$ cat config.mk
export PLATFORM = sky130hd
export DESIGN_NAME = crank_angle_fire_scheduler_unit
export DESIGN_NICKNAME = d
export VERILOG_FILES = /design/src/cafs_pkg.sv /design/src/cafs_cfg_regs.sv /design/src/cafs_eval.sv /design/src/crank_angle_fire_scheduler_unit.sv
export VERILOG_INCLUDE_DIRS = /design/src /design/src/src
export SDC_FILE = /design/constraint.sdc
export NUM_CORES = 1
export LEC_CHECK = 0
export ABC_AREA = 1
export BUFFER_PORTS_ARGS = -buffer_cell sky130_fd_sc_hd__buf_2
export CORE_MARGIN = 1.5
export CORE_UTILIZATION = 36
export CTS_CLUSTER_DIAMETER = 30
export DETAILED_ROUTE_END_ITERATION = 16
export SYNTH_ARGS = -nofsm -noshare
export SYNTH_HDL_FRONTEND = slang
export SYNTH_SLANG_ARGS = --single-unit
$ cat constraint.sdc
create_clock -name i_clk -period 4.1 [get_ports i_clk]
set_input_delay 0.41 -clock i_clk [delete_from_list [all_inputs] [get_ports i_clk]]
set_output_delay 0.41 -clock i_clk [all_outputs]
set_load 0.01 [all_outputs]
$ cat src/crank_angle_fire_scheduler_unit_macros.svh
// ---------------------------------------------------------------------------
// Crank angle fire scheduler assertion macros
// Shared concurrent assertion forms for the scheduler RTL.
// ---------------------------------------------------------------------------
`ifndef CRANK_ANGLE_FIRE_SCHEDULER_UNIT_MACROS_SVH
`define CRANK_ANGLE_FIRE_SCHEDULER_UNIT_MACROS_SVH

// same-cycle implication, checked outside reset
`define CAFS_ASSERT_NOW(lbl, clk, rst_n, ante, cons) \
    lbl: assert property (@(posedge clk) disable iff (!(rst_n)) (ante) |-> (cons)) \
        else $error("scheduler assertion failed");

// next-cycle implication, checked outside reset
`define CAFS_ASSERT_NEXT(lbl, clk, rst_n, ante, cons) \
    lbl: assert property (@(posedge clk) disable iff (!(rst_n)) (ante) |=> (cons)) \
        else $error("scheduler assertion failed");

`endif

$ cat src/cafs_pkg.sv
// ---------------------------------------------------------------------------
// Crank angle fire scheduler package
// Shared types, register indexes, pin bits and reset values.
// ---------------------------------------------------------------------------
`default_nettype none

package cafs_pkg;

    localparam int NUM_REGS      = 8;
    localparam int REG_IDX_W     = 3;
    localparam int TOOTH_W       = 8;
    localparam int PIN_W         = 6;
    localparam int TEETH_TOP_DEF = 60;

    // register indexes, in priority order
    localparam logic [REG_IDX_W-1:0] REG_COIL14_ON  = 3'd0;
    localparam logic [REG_IDX_W-1:0] REG_COIL14_OFF = 3'd1;
    localparam logic [REG_IDX_W-1:0] REG_INJ14_ON   = 3'd2;
    localparam logic [REG_IDX_W-1:0] REG_INJ14_OFF  = 3'd3;
    localparam logic [REG_IDX_W-1:0] REG_COIL23_ON  = 3'd4;
    localparam logic [REG_IDX_W-1:0] REG_COIL23_OFF = 3'd5;
    localparam logic [REG_IDX_W-1:0] REG_INJ23_ON   = 3'd6;
    localparam logic [REG_IDX_W-1:0] REG_INJ23_OFF  = 3'd7;

    // output pin bit positions
    localparam int PIN_INJ1   = 0;
    localparam int PIN_INJ3   = 1;
    localparam int PIN_INJ4   = 2;
    localparam int PIN_INJ2   = 3;
    localparam int PIN_COIL14 = 4;
    localparam int PIN_COIL23 = 5;

    typedef logic [TOOTH_W-1:0] t_tooth;
    typedef t_tooth t_angle_regs [NUM_REGS];

    typedef struct packed {
        t_tooth           tooth_count;
        logic             half_flag;
        logic [PIN_W-1:0] pins;
    } t_sched_state;

    localparam t_angle_regs CFG_RESET = '{
        8'd2, 8'd4, 8'd0, 8'd0, 8'd32, 8'd34, 8'd0, 8'd0
    };

endpackage

`default_nettype wire

$ cat src/cafs_cfg_regs.sv
// ---------------------------------------------------------------------------
// Crank angle fire scheduler angle registers
// Eight tooth-position registers written through a plain write port.
// ---------------------------------------------------------------------------
`default_nettype none

module cafs_cfg_regs
    import cafs_pkg::*;
(
    input  wire logic                 i_clk,
    input  wire logic                 i_rst_n,
    input  wire logic                 i_cfg_we,
    input  wire logic [REG_IDX_W-1:0] i_cfg_index,
    input  wire logic [TOOTH_W-1:0]   i_cfg_wdata,
    output t_angle_regs               o_regs
);

    t_angle_regs r_regs;

    always_ff @(posedge i_clk) begin
        if (!i_rst_n) begin
            r_regs <= CFG_RESET;
        end else if (i_cfg_we) begin
            r_regs[i_cfg_index] <= i_cfg_wdata;
        end
    end

    assign o_regs = r_regs;

endmodule

`default_nettype wire

$ cat src/cafs_eval.sv
// ---------------------------------------------------------------------------
// Crank angle fire scheduler evaluation logic
// Advance the tooth count and apply the first matching angle register.
// ---------------------------------------------------------------------------
`default_nettype none

module cafs_eval
    import cafs_pkg::*;
#(
    parameter int TEETH_TOP = TEETH_TOP_DEF
)
(
    input  wire t_sched_state i_state,
    input  wire logic         i_tooth_edge,
    input  wire t_angle_regs  i_regs,
    output t_sched_state      o_state,
    output logic              o_restart_pwm
);

    localparam t_tooth TopVal = TOOTH_W'(TEETH_TOP);

    t_tooth           pos;
    logic             half;
    logic [PIN_W-1:0] pins;
    logic [PIN_W-1:0] inj14_mask;
    logic [PIN_W-1:0] inj23_mask;

    always_comb begin
        pos  = i_state.tooth_count;
        half = i_state.half_flag;
        if (i_tooth_edge) begin
            if (i_state.tooth_count >= TopVal) begin
                pos  = '0;
                half = ~i_state.half_flag;
            end else begin
                pos = i_state.tooth_count + TOOTH_W'(1);
            end
        end
    end

    always_comb begin
        inj14_mask = '0;
        inj23_mask = '0;
        if (half) begin
            inj14_mask[PIN_INJ1] = 1'b1;
            inj23_mask[PIN_INJ3] = 1'b1;
        end else begin
            inj14_mask[PIN_INJ4] = 1'b1;
            inj23_mask[PIN_INJ2] = 1'b1;
        end
    end

    always_comb begin
        pins          = i_state.pins;
        o_restart_pwm = 1'b0;
        priority if (pos == i_regs[REG_COIL14_ON]) begin
            pins[PIN_COIL14] = 1'b1;
            o_restart_pwm    = ~half;
        end else if (pos == i_regs[REG_COIL14_OFF]) begin
            pins[PIN_COIL14] = 1'b0;
        end else if (pos == i_regs[REG_INJ14_ON]) begin
            pins = pins | inj14_mask;
        end else if (pos == i_regs[REG_INJ14_OFF]) begin
            pins = pins & ~inj14_mask;
        end else if (pos == i_regs[REG_COIL23_ON]) begin
            pins[PIN_COIL23] = 1'b1;
        end else if (pos == i_regs[REG_COIL23_OFF]) begin
            pins[PIN_COIL23] = 1'b0;
        end else if (pos == i_regs[REG_INJ23_ON]) begin
            pins = pins | inj23_mask;
        end else if (pos == i_regs[REG_INJ23_OFF]) begin
            pins = pins & ~inj23_mask;
        end else begin
            pins = i_state.pins;
        end
    end

    assign o_state.tooth_count = pos;
    assign o_state.half_flag   = half;
    assign o_state.pins        = pins;

endmodule

`default_nettype wire

$ cat src/crank_angle_fire_scheduler_unit.sv
// ---------------------------------------------------------------------------
// Crank angle fire scheduler
// Each input transfer carries tooth_edge: 1 advances the crank tooth count
// (wrapping to 0 past TEETH_TOP and toggling the cycle half), 0 compares
// again at the same position. Every input transfer yields exactly one output
// transfer with the pin word, the PWM restart pulse, the tooth position and
// the cycle half after that item.
// Each item passes through an input register then the result register, with
// the compare logic between them. One item per cycle is sustained; the input
// register keeps taking transfers while a result waits, and o_in_ready drops
// only when both registers are full and the receiver stalls.
// Angle registers are written through i_cfg_we/i_cfg_index/i_cfg_wdata by the
// user only while no item is in flight; the block does not enforce this.
// Synchronous reset clears the count, the half flag, the pins and both valid
// flags, and loads the default angle registers.
// ---------------------------------------------------------------------------
`default_nettype none

`include "crank_angle_fire_scheduler_unit_macros.svh"

module crank_angle_fire_scheduler_unit
    import cafs_pkg::*;
#(
    parameter int TEETH_TOP = TEETH_TOP_DEF
)
(
    input  wire logic                 i_clk,
    input  wire logic                 i_rst_n,
    input  wire logic                 i_in_valid,
    output logic                      o_in_ready,
    input  wire logic                 i_tooth_edge,
    output logic                      o_out_valid,
    input  wire logic                 i_out_ready,
    output logic [PIN_W-1:0]          o_port_pins,
    output logic                      o_restart_pwm,
    output logic [TOOTH_W-1:0]        o_tooth_position,
    output logic                      o_cycle_half,
    input  wire logic                 i_cfg_we,
    input  wire logic [REG_IDX_W-1:0] i_cfg_index,
    input  wire logic [TOOTH_W-1:0]   i_cfg_wdata
);

    localparam t_tooth TopVal = TOOTH_W'(TEETH_TOP);

    t_angle_regs  regs;
    t_sched_state r_state;
    t_sched_state n_state;
    logic         n_restart;
    logic         r_in_valid;
    logic         r_in_edge;
    logic         r_out_valid;
    logic         r_restart;
    logic         advance;

    cafs_cfg_regs u_cfg_regs (
        .i_clk       (i_clk),
        .i_rst_n     (i_rst_n),
        .i_cfg_we    (i_cfg_we),
        .i_cfg_index (i_cfg_index),
        .i_cfg_wdata (i_cfg_wdata),
        .o_regs      (regs)
    );

    cafs_eval #(
        .TEETH_TOP (TEETH_TOP)
    ) u_eval (
        .i_state       (r_state),
        .i_tooth_edge  (r_in_edge),
        .i_regs        (regs),
        .o_state       (n_state),
        .o_restart_pwm (n_restart)
    );

    assign advance    = r_in_valid && (!r_out_valid || i_out_ready);
    assign o_in_ready = !r_in_valid || advance;

    // input register
    always_ff @(posedge i_clk) begin
        if (!i_rst_n) begin
            r_in_valid <= 1'b0;
        end else if (o_in_ready) begin
            r_in_valid <= i_in_valid;
        end
    end

    always_ff @(posedge i_clk) begin
        if (o_in_ready && i_in_valid) begin
            r_in_edge <= i_tooth_edge;
        end
    end

    // scheduler state and result register
    always_ff @(posedge i_clk) begin
        if (!i_rst_n) begin
            r_state     <= '0;
            r_restart   <= 1'b0;
            r_out_valid <= 1'b0;
        end else begin
            if (advance) begin
                r_state   <= n_state;
                r_restart <= n_restart;
            end
            if (advance) begin
                r_out_valid <= 1'b1;
            end else if (i_out_ready) begin
                r_out_valid <= 1'b0;
            end
        end
    end

    assign o_out_valid      = r_out_valid;
    assign o_port_pins      = r_state.pins;
    assign o_restart_pwm    = r_restart;
    assign o_tooth_position = r_state.tooth_count;
    assign o_cycle_half     = r_state.half_flag;

    `CAFS_ASSERT_NOW(a_restart_coil, i_clk, i_rst_n,
        r_out_valid && r_restart, r_state.pins[PIN_COIL14] && !r_state.half_flag)
    `CAFS_ASSERT_NOW(a_tooth_range, i_clk, i_rst_n,
        r_out_valid, r_state.tooth_count <= TopVal)
    `CAFS_ASSERT_NEXT(a_stall_holds_state, i_clk, i_rst_n,
        r_out_valid && !i_out_ready, $stable(r_state) && $stable(r_restart))

endmodule

`default_nettype wire
# Word level (Yosys, flattened, before mapping)

Cells that the tools add are included.

Add/sub/neg operators: 1
Multiply operators: 0
Divide/modulo/power cells: 0
Magnitude comparators: 3
Equality and inequality tests: 12
Shifts and indexed selects: 0
Multiplexer cells: 22
Bitwise logic cells: 11
Reductions and logical operators: 14

Operators by type and width:

| cell                  | number |
|---|---|
| $bwmux W64            | 1 |
| $eq A8 B8 Y1          | 8 |
| $demux W8 S3          | 1 |
| $mux W6               | 4 |
| $mux W8               | 3 |
| $and A6 B6 Y6         | 2 |
| $reduce_bool A6 Y1    | 2 |
| $mux W1               | 11 |
| $mux W5               | 2 |
| $ne A5 B1 Y1 const B  | 2 |
| $add A8 B1 Y8 const B | 1 |
| $ge A8 B6 Y1 const B  | 1 |
| $reduce_and A4 Y1     | 2 |
| $ne A3 B1 Y1 const B  | 2 |
| $not A3 Y6            | 1 |
| $not A4 Y6            | 1 |
| $or A6 B3 Y6          | 1 |
| $or A6 B4 Y6          | 1 |
| $reduce_and A6 Y1     | 1 |
| $ge A4 B4 Y1 const B  | 1 |
| $lt A4 B1 Y1 const B  | 1 |
| $not A1 Y1            | 4 |
| $not A3 Y4            | 1 |
| $reduce_bool A4 Y1    | 1 |
| 4 further kinds       | 8 |

Register bits: 83
Latch bits: 0
Bits in writable memories: 0
Memory bits (read-only): 0
Bits of input ports: 17
Memories kept: 0

# Depth between registers and ports, before layout

Gate-level depths: netlist (run 1).

Word-level depth: 14
Gate-level depth with buffers: 19
Depth with buffers taken out: 18

# By module

A second synthesis (run 1) with hierarchy kept.

Cell total of the unflattened synthesis: 795
Area total of the unflattened synthesis: 5064.9 µm²

Modules (own cells, without submodules):

| module                          | times used | cells each | area each (µm²) | sequential area each (µm²) |
|---|---|---|---|---|
| cafs_cfg_regs                   | 1          | 366        | 2551.2          | 1281.2 |
| cafs_eval                       | 1          | 311        | 1641.6          | 0.0 |
| crank_angle_fire_scheduler_unit | 1          | 118        | 872.1           | 390.4 |

# Worst setup path after synthesis (run 1)

Ideal clock, no wire load.

Kind: register -> register
From: register r_state (netlist bit o_tooth_position[0])
To: register r_state (netlist bit o_port_pins[1])
Arrival time: 1.990 ns
Required time: 3.987 ns
Slack: 1.997 ns
Stages on the path, launching flop included: 17
Path buffers: 0
Cell sequence: dfxtp_1 > ha_1 > nand2_2 > xnor2_2 > nand2_2 > nand2_1 > nand2_1 > nor2_1 > inv_1 > nor2_1 > nand2_1 > nand2_1 > nor2_1 > nand2_1 > nand2_1 > nand2_1 > nor2_1

Longest elaborated chain between the ends: 12

Ends and longest elaborated chain:

| item                     | RTL line                               | RTL |
|---|---|---|
| start: declaration       | crank_angle_fire_scheduler_unit.sv:46  | `t_sched_state r_state;` |
| start signal: assignment | crank_angle_fire_scheduler_unit.sv:100 | `r_state <= n_state;` |
| $ge A8 B6 Y1             | cafs_eval.sv:32                        | `if (i_state.tooth_count >= TopVal) begin` |
| $mux W1                  | cafs_eval.sv:32                        |  |
| $mux W1                  | cafs_eval.sv:31                        | `if (i_tooth_edge) begin` |
| $mux W1                  | cafs_eval.sv:44                        | `if (half) begin` |
| $not A4 Y6               | cafs_eval.sv:72                        | `pins = pins & ~inj23_mask;` |
| $and A6 B6 Y6            | cafs_eval.sv:72                        |  |
| $mux W6                  | cafs_eval.sv:71                        | `end else if (pos == i_regs[REG_INJ23_OFF]) begin` |
| $mux W6                  | cafs_eval.sv:69                        | `end else if (pos == i_regs[REG_INJ23_ON]) begin` |
| $mux W5                  | cafs_eval.sv:67                        | `end else if (pos == i_regs[REG_COIL23_OFF]) begin` |
| $mux W5                  | cafs_eval.sv:65                        | `end else if (pos == i_regs[REG_COIL23_ON]) begin` |
| $mux W6                  | cafs_eval.sv:63                        | `end else if (pos == i_regs[REG_INJ14_OFF]) begin` |
| $mux W6                  | cafs_eval.sv:61                        | `end else if (pos == i_regs[REG_INJ14_ON]) begin` |

Several ways; a longest one is shown, not always the timed one. The select of a mux whose other input is x is not followed.
A chain may end at the register's enable or synchronous reset.

# Final worst setup path (run 1)

From: register r_state (netlist bit o_tooth_position[0])
To: register r_state (netlist bit o_port_pins[0])

Longest elaborated chain between the ends: 9

Ends and longest elaborated chain:

| item                                          | RTL line |
|---|---|
| $add A8 B1 Y8 or $ge A8 B6 Y1 (tied branches) | cafs_eval.sv:36, cafs_eval.sv:32 |
| $mux W8                                       | cafs_eval.sv:32 |
| $mux W8                                       | cafs_eval.sv:31 |
| $eq A8 B8 Y1                                  | cafs_eval.sv:69 |
| $mux W6                                       | cafs_eval.sv:69 |
| $mux W5                                       | cafs_eval.sv:67 |
| $mux W5                                       | cafs_eval.sv:65 |
| $mux W6                                       | cafs_eval.sv:63 |
| $mux W6                                       | cafs_eval.sv:61 |

Several ways; a longest one is shown, not always the timed one. The select of a mux whose other input is x is not followed.

==> results of run 1 <==
## cell usage in the layout (no fill, tap or decap), types with 7 or more instances in the layout
master / Yosys / final
sky130_fd_sc_hd__xor2_1: 8 / 8
sky130_fd_sc_hd__clkbuf_16: 0 / 9
sky130_fd_sc_hd__a21oi_1: 42 / 42
sky130_fd_sc_hd__nand2_1: 150 / 150
sky130_fd_sc_hd__inv_1: 65 / 65
sky130_fd_sc_hd__nand3_1: 39 / 39
sky130_fd_sc_hd__nor2_1: 114 / 114
sky130_fd_sc_hd__o21ai_0: 71 / 71
sky130_fd_sc_hd__buf_2: 5 / 34
sky130_fd_sc_hd__nand2_2: 7 / 7
sky130_fd_sc_hd__dfxtp_1: 82 / 82
sky130_fd_sc_hd__nand3b_1: 19 / 19
## sequential cells by signal (all words and copies together), names as in the netlist
name and cells:
u_cfg_regs.o_regs 64, o_tooth_position 8, o_port_pins 6, o_cycle_half 1, o_out_valid 1, o_restart_pwm 1
r_in_edge 1, r_in_valid 1
## cell families after synthesis
group | count (synthesis) | synth area share
compound gates | 120 | 0.1423
xor+xnor | 16 | 0.03580
flops | 83 | 0.3857
buf+inv | 93 | 0.08573
simple gates | 346 | 0.3447
fa+ha+maj | 2 | 0.005773
## area by class of cell
type                            count  area, µm²  share of cell area
Clock buffer                       11      242.7             0.04962
Clock inverter                      5      60.06             0.01228
Inverter                           70      262.8             0.05371
Multi-Input combinational cell    484       2291              0.4683
Sequential cell                    83       1672              0.3417
Tap cell                          143      178.9             0.03657
Timing Repair Buffer               36      185.2             0.03785
## worst max-delay path, delay by kind of cell (launching register included)
family                   cells  cell delay, ps
XOR/XNOR                     1             480
AO/OA/AOI/OAI                1             110
AND/OR/NAND/NOR             10            1280
adder cells (fa/ha/maj)      1             220
flip-flops                   1             490
## metal layers
layer  track usage  up-vias  part of all wire
li1              -     2151                 -
met1        0.2778     1897              0.50
met2        0.3285      100              0.44
met3       0.03374       11             0.044
met4       0.05316        0             0.014
met5             0        -                 0
## synth_stat cells
library cell               instances
sky130_fd_sc_hd__a21oi_1          42
sky130_fd_sc_hd__buf_2             5
sky130_fd_sc_hd__buf_4             2
sky130_fd_sc_hd__buf_6             1
sky130_fd_sc_hd__clkbuf_1         14
sky130_fd_sc_hd__clkbuf_2          1
sky130_fd_sc_hd__clkinv_1          4
sky130_fd_sc_hd__dfxtp_1          82
sky130_fd_sc_hd__edfxtp_1          1
sky130_fd_sc_hd__ha_1              2
sky130_fd_sc_hd__inv_1            65
sky130_fd_sc_hd__inv_2             1
sky130_fd_sc_hd__nand2_1         150
sky130_fd_sc_hd__nand2_2           7
sky130_fd_sc_hd__nand2_4           1
sky130_fd_sc_hd__nand3_1          39
sky130_fd_sc_hd__nand3b_1         19
sky130_fd_sc_hd__nand4_1           6
sky130_fd_sc_hd__nor2_1          114
sky130_fd_sc_hd__nor2_4            2
sky130_fd_sc_hd__nor3_1            3
sky130_fd_sc_hd__nor3_2            1
sky130_fd_sc_hd__o211ai_1          4
sky130_fd_sc_hd__o21ai_0          71
sky130_fd_sc_hd__o21ai_1           1
sky130_fd_sc_hd__o21ai_2           1
sky130_fd_sc_hd__o21bai_1          1
sky130_fd_sc_hd__or2_2             4
sky130_fd_sc_hd__xnor2_1           6
sky130_fd_sc_hd__xnor2_2           1
sky130_fd_sc_hd__xor2_1            8
sky130_fd_sc_hd__xor2_2            1
## worst min-delay path by stage
stage                                        to                  start  slack [ps]  cells after the start
after floorplan           u_cfg_regs.o_regs[50]  u_cfg_regs.o_regs[50]         440                      2
after global placement            o_restart_pwm          o_restart_pwm         460                      2
after detailed placement          o_restart_pwm          o_restart_pwm         460                      2
after CTS                             r_in_edge           i_tooth_edge         250                      1
after global routing                  r_in_edge           i_tooth_edge         250                      1
final                                 r_in_edge           i_tooth_edge         250                      1
## report_power, final
| part | total, mW | leakage [nW] | switching (mW) | internal [mW] |
|---|---|---|---|---|
| Sequential | 0.865 | 0.677 | 0.0252 | 0.839 |
| Clock | 0.827 | 0.146 | 0.336 | 0.491 |
| Combinational | 0.276 | 1.42 | 0.185 | 0.0906 |
## per-stage QoR
step	util	hold slack, ps
floorplan	-	442.2
global placement	0.3968	456.4
detailed placement	0.3968	462.1
CTS	0.4230	250.3
global route	0.4230	251.0
finish	0.4230	254.6
==> metrics.csv, run 1 <==
metric;value;unit
TritonCTS clock tree;built;
library cell contributing the largest single delay on the critical path;sky130_fd_sc_hd__dfxtp_1;
post-synthesis cell type count;32;
FF+latch count, synth;83;
number of CTS-inserted buffers;9;
antenna violations before repair;0;
vertical extent of the die;112.7;µm
clock insertion delay at the later pin of the skew report;340;ps
ANT nets after route;0;
post-layout power;1.968;mW
GP Congestion;0.8961;
Startpoint Class;flop;
Port Buffers;34;
cell type with the largest total area after synthesis;sky130_fd_sc_hd__dfxtp_1;
number of warnings issued by yosys;0;
Clock Skew;6.088;ps
outcome;complete, no violations;
number of hold-repair buffers added at the cts stage;0;
post-synthesis net count;679;
Setup WS post-layout;1432;ps
total global routing overflow;0;
Post-CTS Setup Inserts;0;
Wirelength per Cell;14.68;µm
placed instance count;816;
number of top-level pins;35;
via count of the first global-routing pass;3946;
level count of the clock H-tree;3;
slew at the pin with the worst max-slew slack;601.0;ps
Synth top area share;0.3788;
crit path launch;o_tooth_position[0];
highest clock rate;374.8;MHz
Sum Neg Setup Slack;0;ps
fraction of the cycle the final worst path needs;0.6508;
highest cell delay on the worst timing path;490;ps
clock sink total;83;
Core Rows;39;
detailed-route via count;4159;
Power per Cell Area;402.2;mW/mm²
Critical Path End Type;flop;
Synth Area per Inst;6.567;µm²
time the final worst path needs with I/O delays and setup;2668;ps
Reg clk slew, reported paths;60;ps
worst hold-check path type;input pin to flop;
end point of the critical path;o_port_pins[0];
DP Area;0.004589;mm²
worst slack after detailed placement;1465;ps
count of cells along the worst register-to-register path;13;
worst flop-to-flop path startpoint;o_tooth_position[0];
Crit Path Class;flop to flop;
effective utilization at floorplan;0.3748;
standby leakage power;2.244;nW
overall fraction of global-route tracks in use;0.2015;
worst endpoint data arrival time;2940;ps
layout overhead on the synthesized area;12.88;%
DRC violations left;0;
internal reg-to-reg setup slack;1430;ps
worst rel slew slack;0.5979;
Hold Vio Cnt, Final;0;
Max Fanout on Critical Path;9;
post-cts repair resize count;0;
non-filler instance count after layout;832;
First DRT Iteration DRCs;275;
maximum number of pins on one net before global-route repair;48;
net count reported at finish;703;
cell count after synthesis;660;
diodes inserted;0;
max-cap viol count;0;
sequential share of the synthesized area;0.3857;
maximum vdd drop;0.0002523;V
DIE WIDTH;112.7;µm
Initial DRT Pass Iterations;5;
FILL cells;1189;
worst-path cell chain;ha_1, nand2_2, xnor2_2, nand2_2, nand2_1, nand2_1, nor2_1, nand2_1, nor2_1, nor2_1, nor2_1, nand2_1, a21oi_1;
RSZ-0062 raised after global routing;false;
ranking of synthesized cells by area;sky130_fd_sc_hd__dfxtp_1 38%, sky130_fd_sc_hd__nand2_1 13%, sky130_fd_sc_hd__nor2_1 9.9%;
netlist area before placement;0.004334;mm²
DR vias/cell;4.999;
layout cell share with drive strength beyond 1;0.1016;
R2R Path End;o_port_pins[0];
wire length of the first global-routing pass;20100;µm
total die area;0.01271;mm²
root buf cell;sky130_fd_sc_hd__clkbuf_16;
data required time of the critical path;4370;ps
hpwl dp;8765;µm
finished layout cell area;0.004892;mm²
Routed Wire Length;12220;µm
number of setup violations in the final report;0;
maximum buffer depth of the clock tree;2;
placeable core area;0.01156;mm²
pins over their slew limit;0;
No activity file was read; power rests on OpenSTA's default activity.
==> run 2: changes to the inputs <==
==> constraint.sdc (replaced) <==
create_clock -name i_clk -period 2.4 [get_ports i_clk]
set_input_delay 0.24 -clock i_clk [delete_from_list [all_inputs] [get_ports i_clk]]
set_output_delay 0.24 -clock i_clk [all_outputs]
set_load 0.01 [all_outputs]
==> run 2 against run 1 <==
Sequential cell count is the same. Core utilization rose by 4.0 points. Cell area is 9.5% higher. Count of clock-buffer cells in the layout decreased by 1. Critical path depth increased by 1. Combinational power grew 110%. Wire length increased by 2.8%. First-iteration DRC count rose by 4.7%. Sequential power grew 71%. Cell count up 4.2%. Fmax is 19% higher. Hold slack got worse by 170 ps. Critical path type unchanged. Critical endpoint is now o_port_pins[3]. Largest power group unchanged.
==> metrics.csv, run 2 (synthesis results as in run 1) <==
metric;value;unit;change
outcome;complete, no violations;;
ANT nets after route;0;;unchanged
worst rel slew slack;0.6310;;+0.03316
detailed-route via count;4350;;+4.6%
placeable core area;0.01156;mm²;unchanged
Hold Path Depth;1;;unchanged
internal reg-to-reg setup slack;150;ps;-1280 ps
Core Util, Final;0.4634;;+0.04036
layout cell share with drive strength beyond 1;0.1878;;+0.08625
vertical extent of the die;112.7;µm;unchanged
Power per Cell Area;633.3;mW/mm²;+57%
wire length of the first global-routing pass;20350;µm;+1.2%
maximum buffer depth of the clock tree;2;;unchanged
root buf cell;sky130_fd_sc_hd__clkbuf_16;;
worst flop-to-flop path startpoint;r_in_edge;;
crit path buf inv count;1;;+1
layout overhead on the synthesized area;23.64;%;
DIE WIDTH;112.7;µm;unchanged
via count of the first global-routing pass;3960;;+0.35%
worst-path cell chain;nand2_2, nor3_4, nor2_4, buf_4, nand3b_1, nand2_1, nor2_1, nand2_1, nor2_2, nor2_1, nor2_1, nand2_2, nor2_1, nor2_2;;
cell family contributing the most delay on the critical path;simple AND/OR/NAND/NOR gates;;
time the final worst path needs with I/O delays and setup;2249;ps;-419.2 ps
clock power share;0.394;;-0.026
antenna violations before repair;0;;unchanged
pins over their slew limit;0;;unchanged
worst slack after detailed placement;-36.10;ps;-1501 ps
total internal power;2.394;mW;+68%
worst endpoint data arrival time;2490;ps;-450 ps
Hold Path Sink;r_in_edge;;
Sw Ratio;0.2945;;+0.01679
Setup WS post-layout;151.0;ps;-1281 ps
overall fraction of global-route tracks in use;0.2037;;+0.002244
fraction of the cycle the final worst path needs;0.9371;;+0.2863
number of setup violations in the final report;0;;unchanged
Hold Vio Cnt, Final;0;;unchanged
Port Buffers;34;;unchanged
Reg clk slew, reported paths;60;ps;about the same
total die area;0.01271;mm²;unchanged
Clock Skew;11.25;ps;+5.164 ps
placed instance count;837;;+2.6%
post-route worst hold slack;83.77;ps;-170.9 ps
Core Rows;39;;unchanged
Startpoint Class;flop;;
net count reported at finish;738;;+5.0%
maximum number of pins on one net before global-route repair;36;;-25%
Crit Path Class;flop to flop;;
worst hold-check path type;input pin to flop;;
hpwl dp;8907;µm;+1.6%
TritonCTS clock tree;built;;
number of top-level pins;35;;unchanged
standby leakage power;2.446;nW;+9.0%
max-cap viol count;0;;unchanged
Max Fanout on Critical Path;8;;-1
GP Congestion;0.8420;;-6.0%
number of hold-repair buffers added at the cts stage;0;;unchanged
highest clock rate;444.6;MHz;+19%
R2R Path End;o_port_pins[3];;
Routed Wire Length;12560;µm;+2.8%
Critical Path End Type;flop;;
diodes inserted;0;;unchanged
highest cell delay on the worst timing path;510;ps;+20 ps
non-filler instance count after layout;867;;+4.2%
leading cell type in the layout, fill and taps excluded;sky130_fd_sc_hd__nand2_1;;
Wirelength per Cell;14.49;µm;-1.3%
FILL cells;1203;;+1.2%
data required time of the critical path;2640;ps;-1730 ps
RSZ-0062 raised after global routing;true;;
Sum Neg Setup Slack;0;ps;unchanged
First DRT Iteration DRCs;288;;+4.7%
net switching component of the power;0.9996;mW;+83%
max reg flops;64;;unchanged
clock sink total;83;;unchanged
number of CTS-inserted buffers;9;;unchanged
Initial DRT Pass Iterations;5;;unchanged
count of cells along the worst register-to-register path;14;;+1
clock insertion delay at the later pin of the skew report;350;ps;about the same
slew at the pin with the worst max-slew slack;552.8;ps;-48.13 ps
maximum vdd drop;0.0005439;V;+120%
share of total power in sequential cells;0.435;;-0.004
most used cell, CP;sky130_fd_sc_hd__nor2_1;;
DR vias/cell;5.017;;+0.37%
level count of the clock H-tree;3;;unchanged
total global routing overflow;0;;unchanged
Comb power frac;0.171;;+0.031
library cell contributing the largest single delay on the critical path;sky130_fd_sc_hd__edfxtp_1;;
DRC violations left;0;;unchanged
effective utilization at floorplan;0.3748;;unchanged
critical hold path startpoint;i_tooth_edge;;
commonest cells after routing, fill and taps aside;138 x sky130_fd_sc_hd__nand2_1, 106 x sky130_fd_sc_hd__nor2_1, 77 x sky130_fd_sc_hd__dfxtp_1;;
-- run 2: changes by cell type in the layout (fill, tap and decap cells not counted), moves of 2 or more --
cell and change:
sky130_fd_sc_hd__dfxtp_2 +5, sky130_fd_sc_hd__buf_12 +2, sky130_fd_sc_hd__dfxtp_1 -5, sky130_fd_sc_hd__nand2_2 +6, sky130_fd_sc_hd__nor2_1 -8, sky130_fd_sc_hd__nand2_4 +5
sky130_fd_sc_hd__nor2_2 +5, sky130_fd_sc_hd__buf_4 +26, sky130_fd_sc_hd__buf_6 +6, sky130_fd_sc_hd__nor2_4 +3, sky130_fd_sc_hd__nand2_1 -12, sky130_fd_sc_hd__clkinvlp_4 +2
-- run 2: power by group through the flow --
stage                     Sequential [mW]  Clock, mW  Combinational (mW)
after global routing                 1.48       1.43               0.650
after CTS                            1.47       1.36               0.503
after detailed placement             1.50          0               0.495
final                                1.48       1.34               0.580
after floorplan                      1.50          0               0.329
after global placement               1.50          0               0.489
-- run 2: per-stage QoR --
stage	total power [mW]	cell area (µm²)
after floorplan	1.829	4334
after global placement	1.990	4760
after detailed placement	1.997	4760
after CTS	3.331	5074
after global routing	3.558	5359
final	3.394	5359
-- run 2: cell type report --
type,count,area [µm²],share of cell area
multi-input combinational,485,2464,0.4597
sequential,83,1678,0.3131
timing repair buffer,70,488.0,0.09106
inverter,70,262.8,0.04903
clock buffer,10,239.0,0.04459
tap,143,178.9,0.03339
clock inverter,6,48.80,0.009106
-- run 2: worst max-delay path by stage --
stage	slack [ps]	depth (start not counted)	start	end
after CTS	100	13	r_in_edge	o_port_pins[3]
after global routing	-30	16	r_in_edge	o_port_pins[3]
after floorplan	300	16	o_tooth_position[0]	o_port_pins[1]
after detailed placement	-40	12	r_in_edge	o_port_pins[0]
after global placement	-20	12	r_in_edge	o_port_pins[2]
final	150	14	r_in_edge	o_port_pins[3]
-- run 2: routing by layer --
metal,vias up,track usage,share of wire
met5,-,0,0
met4,0,0.05232,0.013
met3,15,0.04017,0.053
met2,123,0.3268,0.45
met1,1982,0.2824,0.48
li1,2230,-,-
-- run 2: worst reg2reg max path: cells and delay by family, from the launching register on --
kind / cells / cell delay, ps
simple gates: 13 / 1460
flops: 1 / 510
buf+inv: 1 / 170
-- run 2: what timing repair did --
action	in CTS	in global routing
setup buffers	2	11
pin swaps	1	15
setup endpoints to repair	4	5
resized for setup	1	49
cloned	0	1
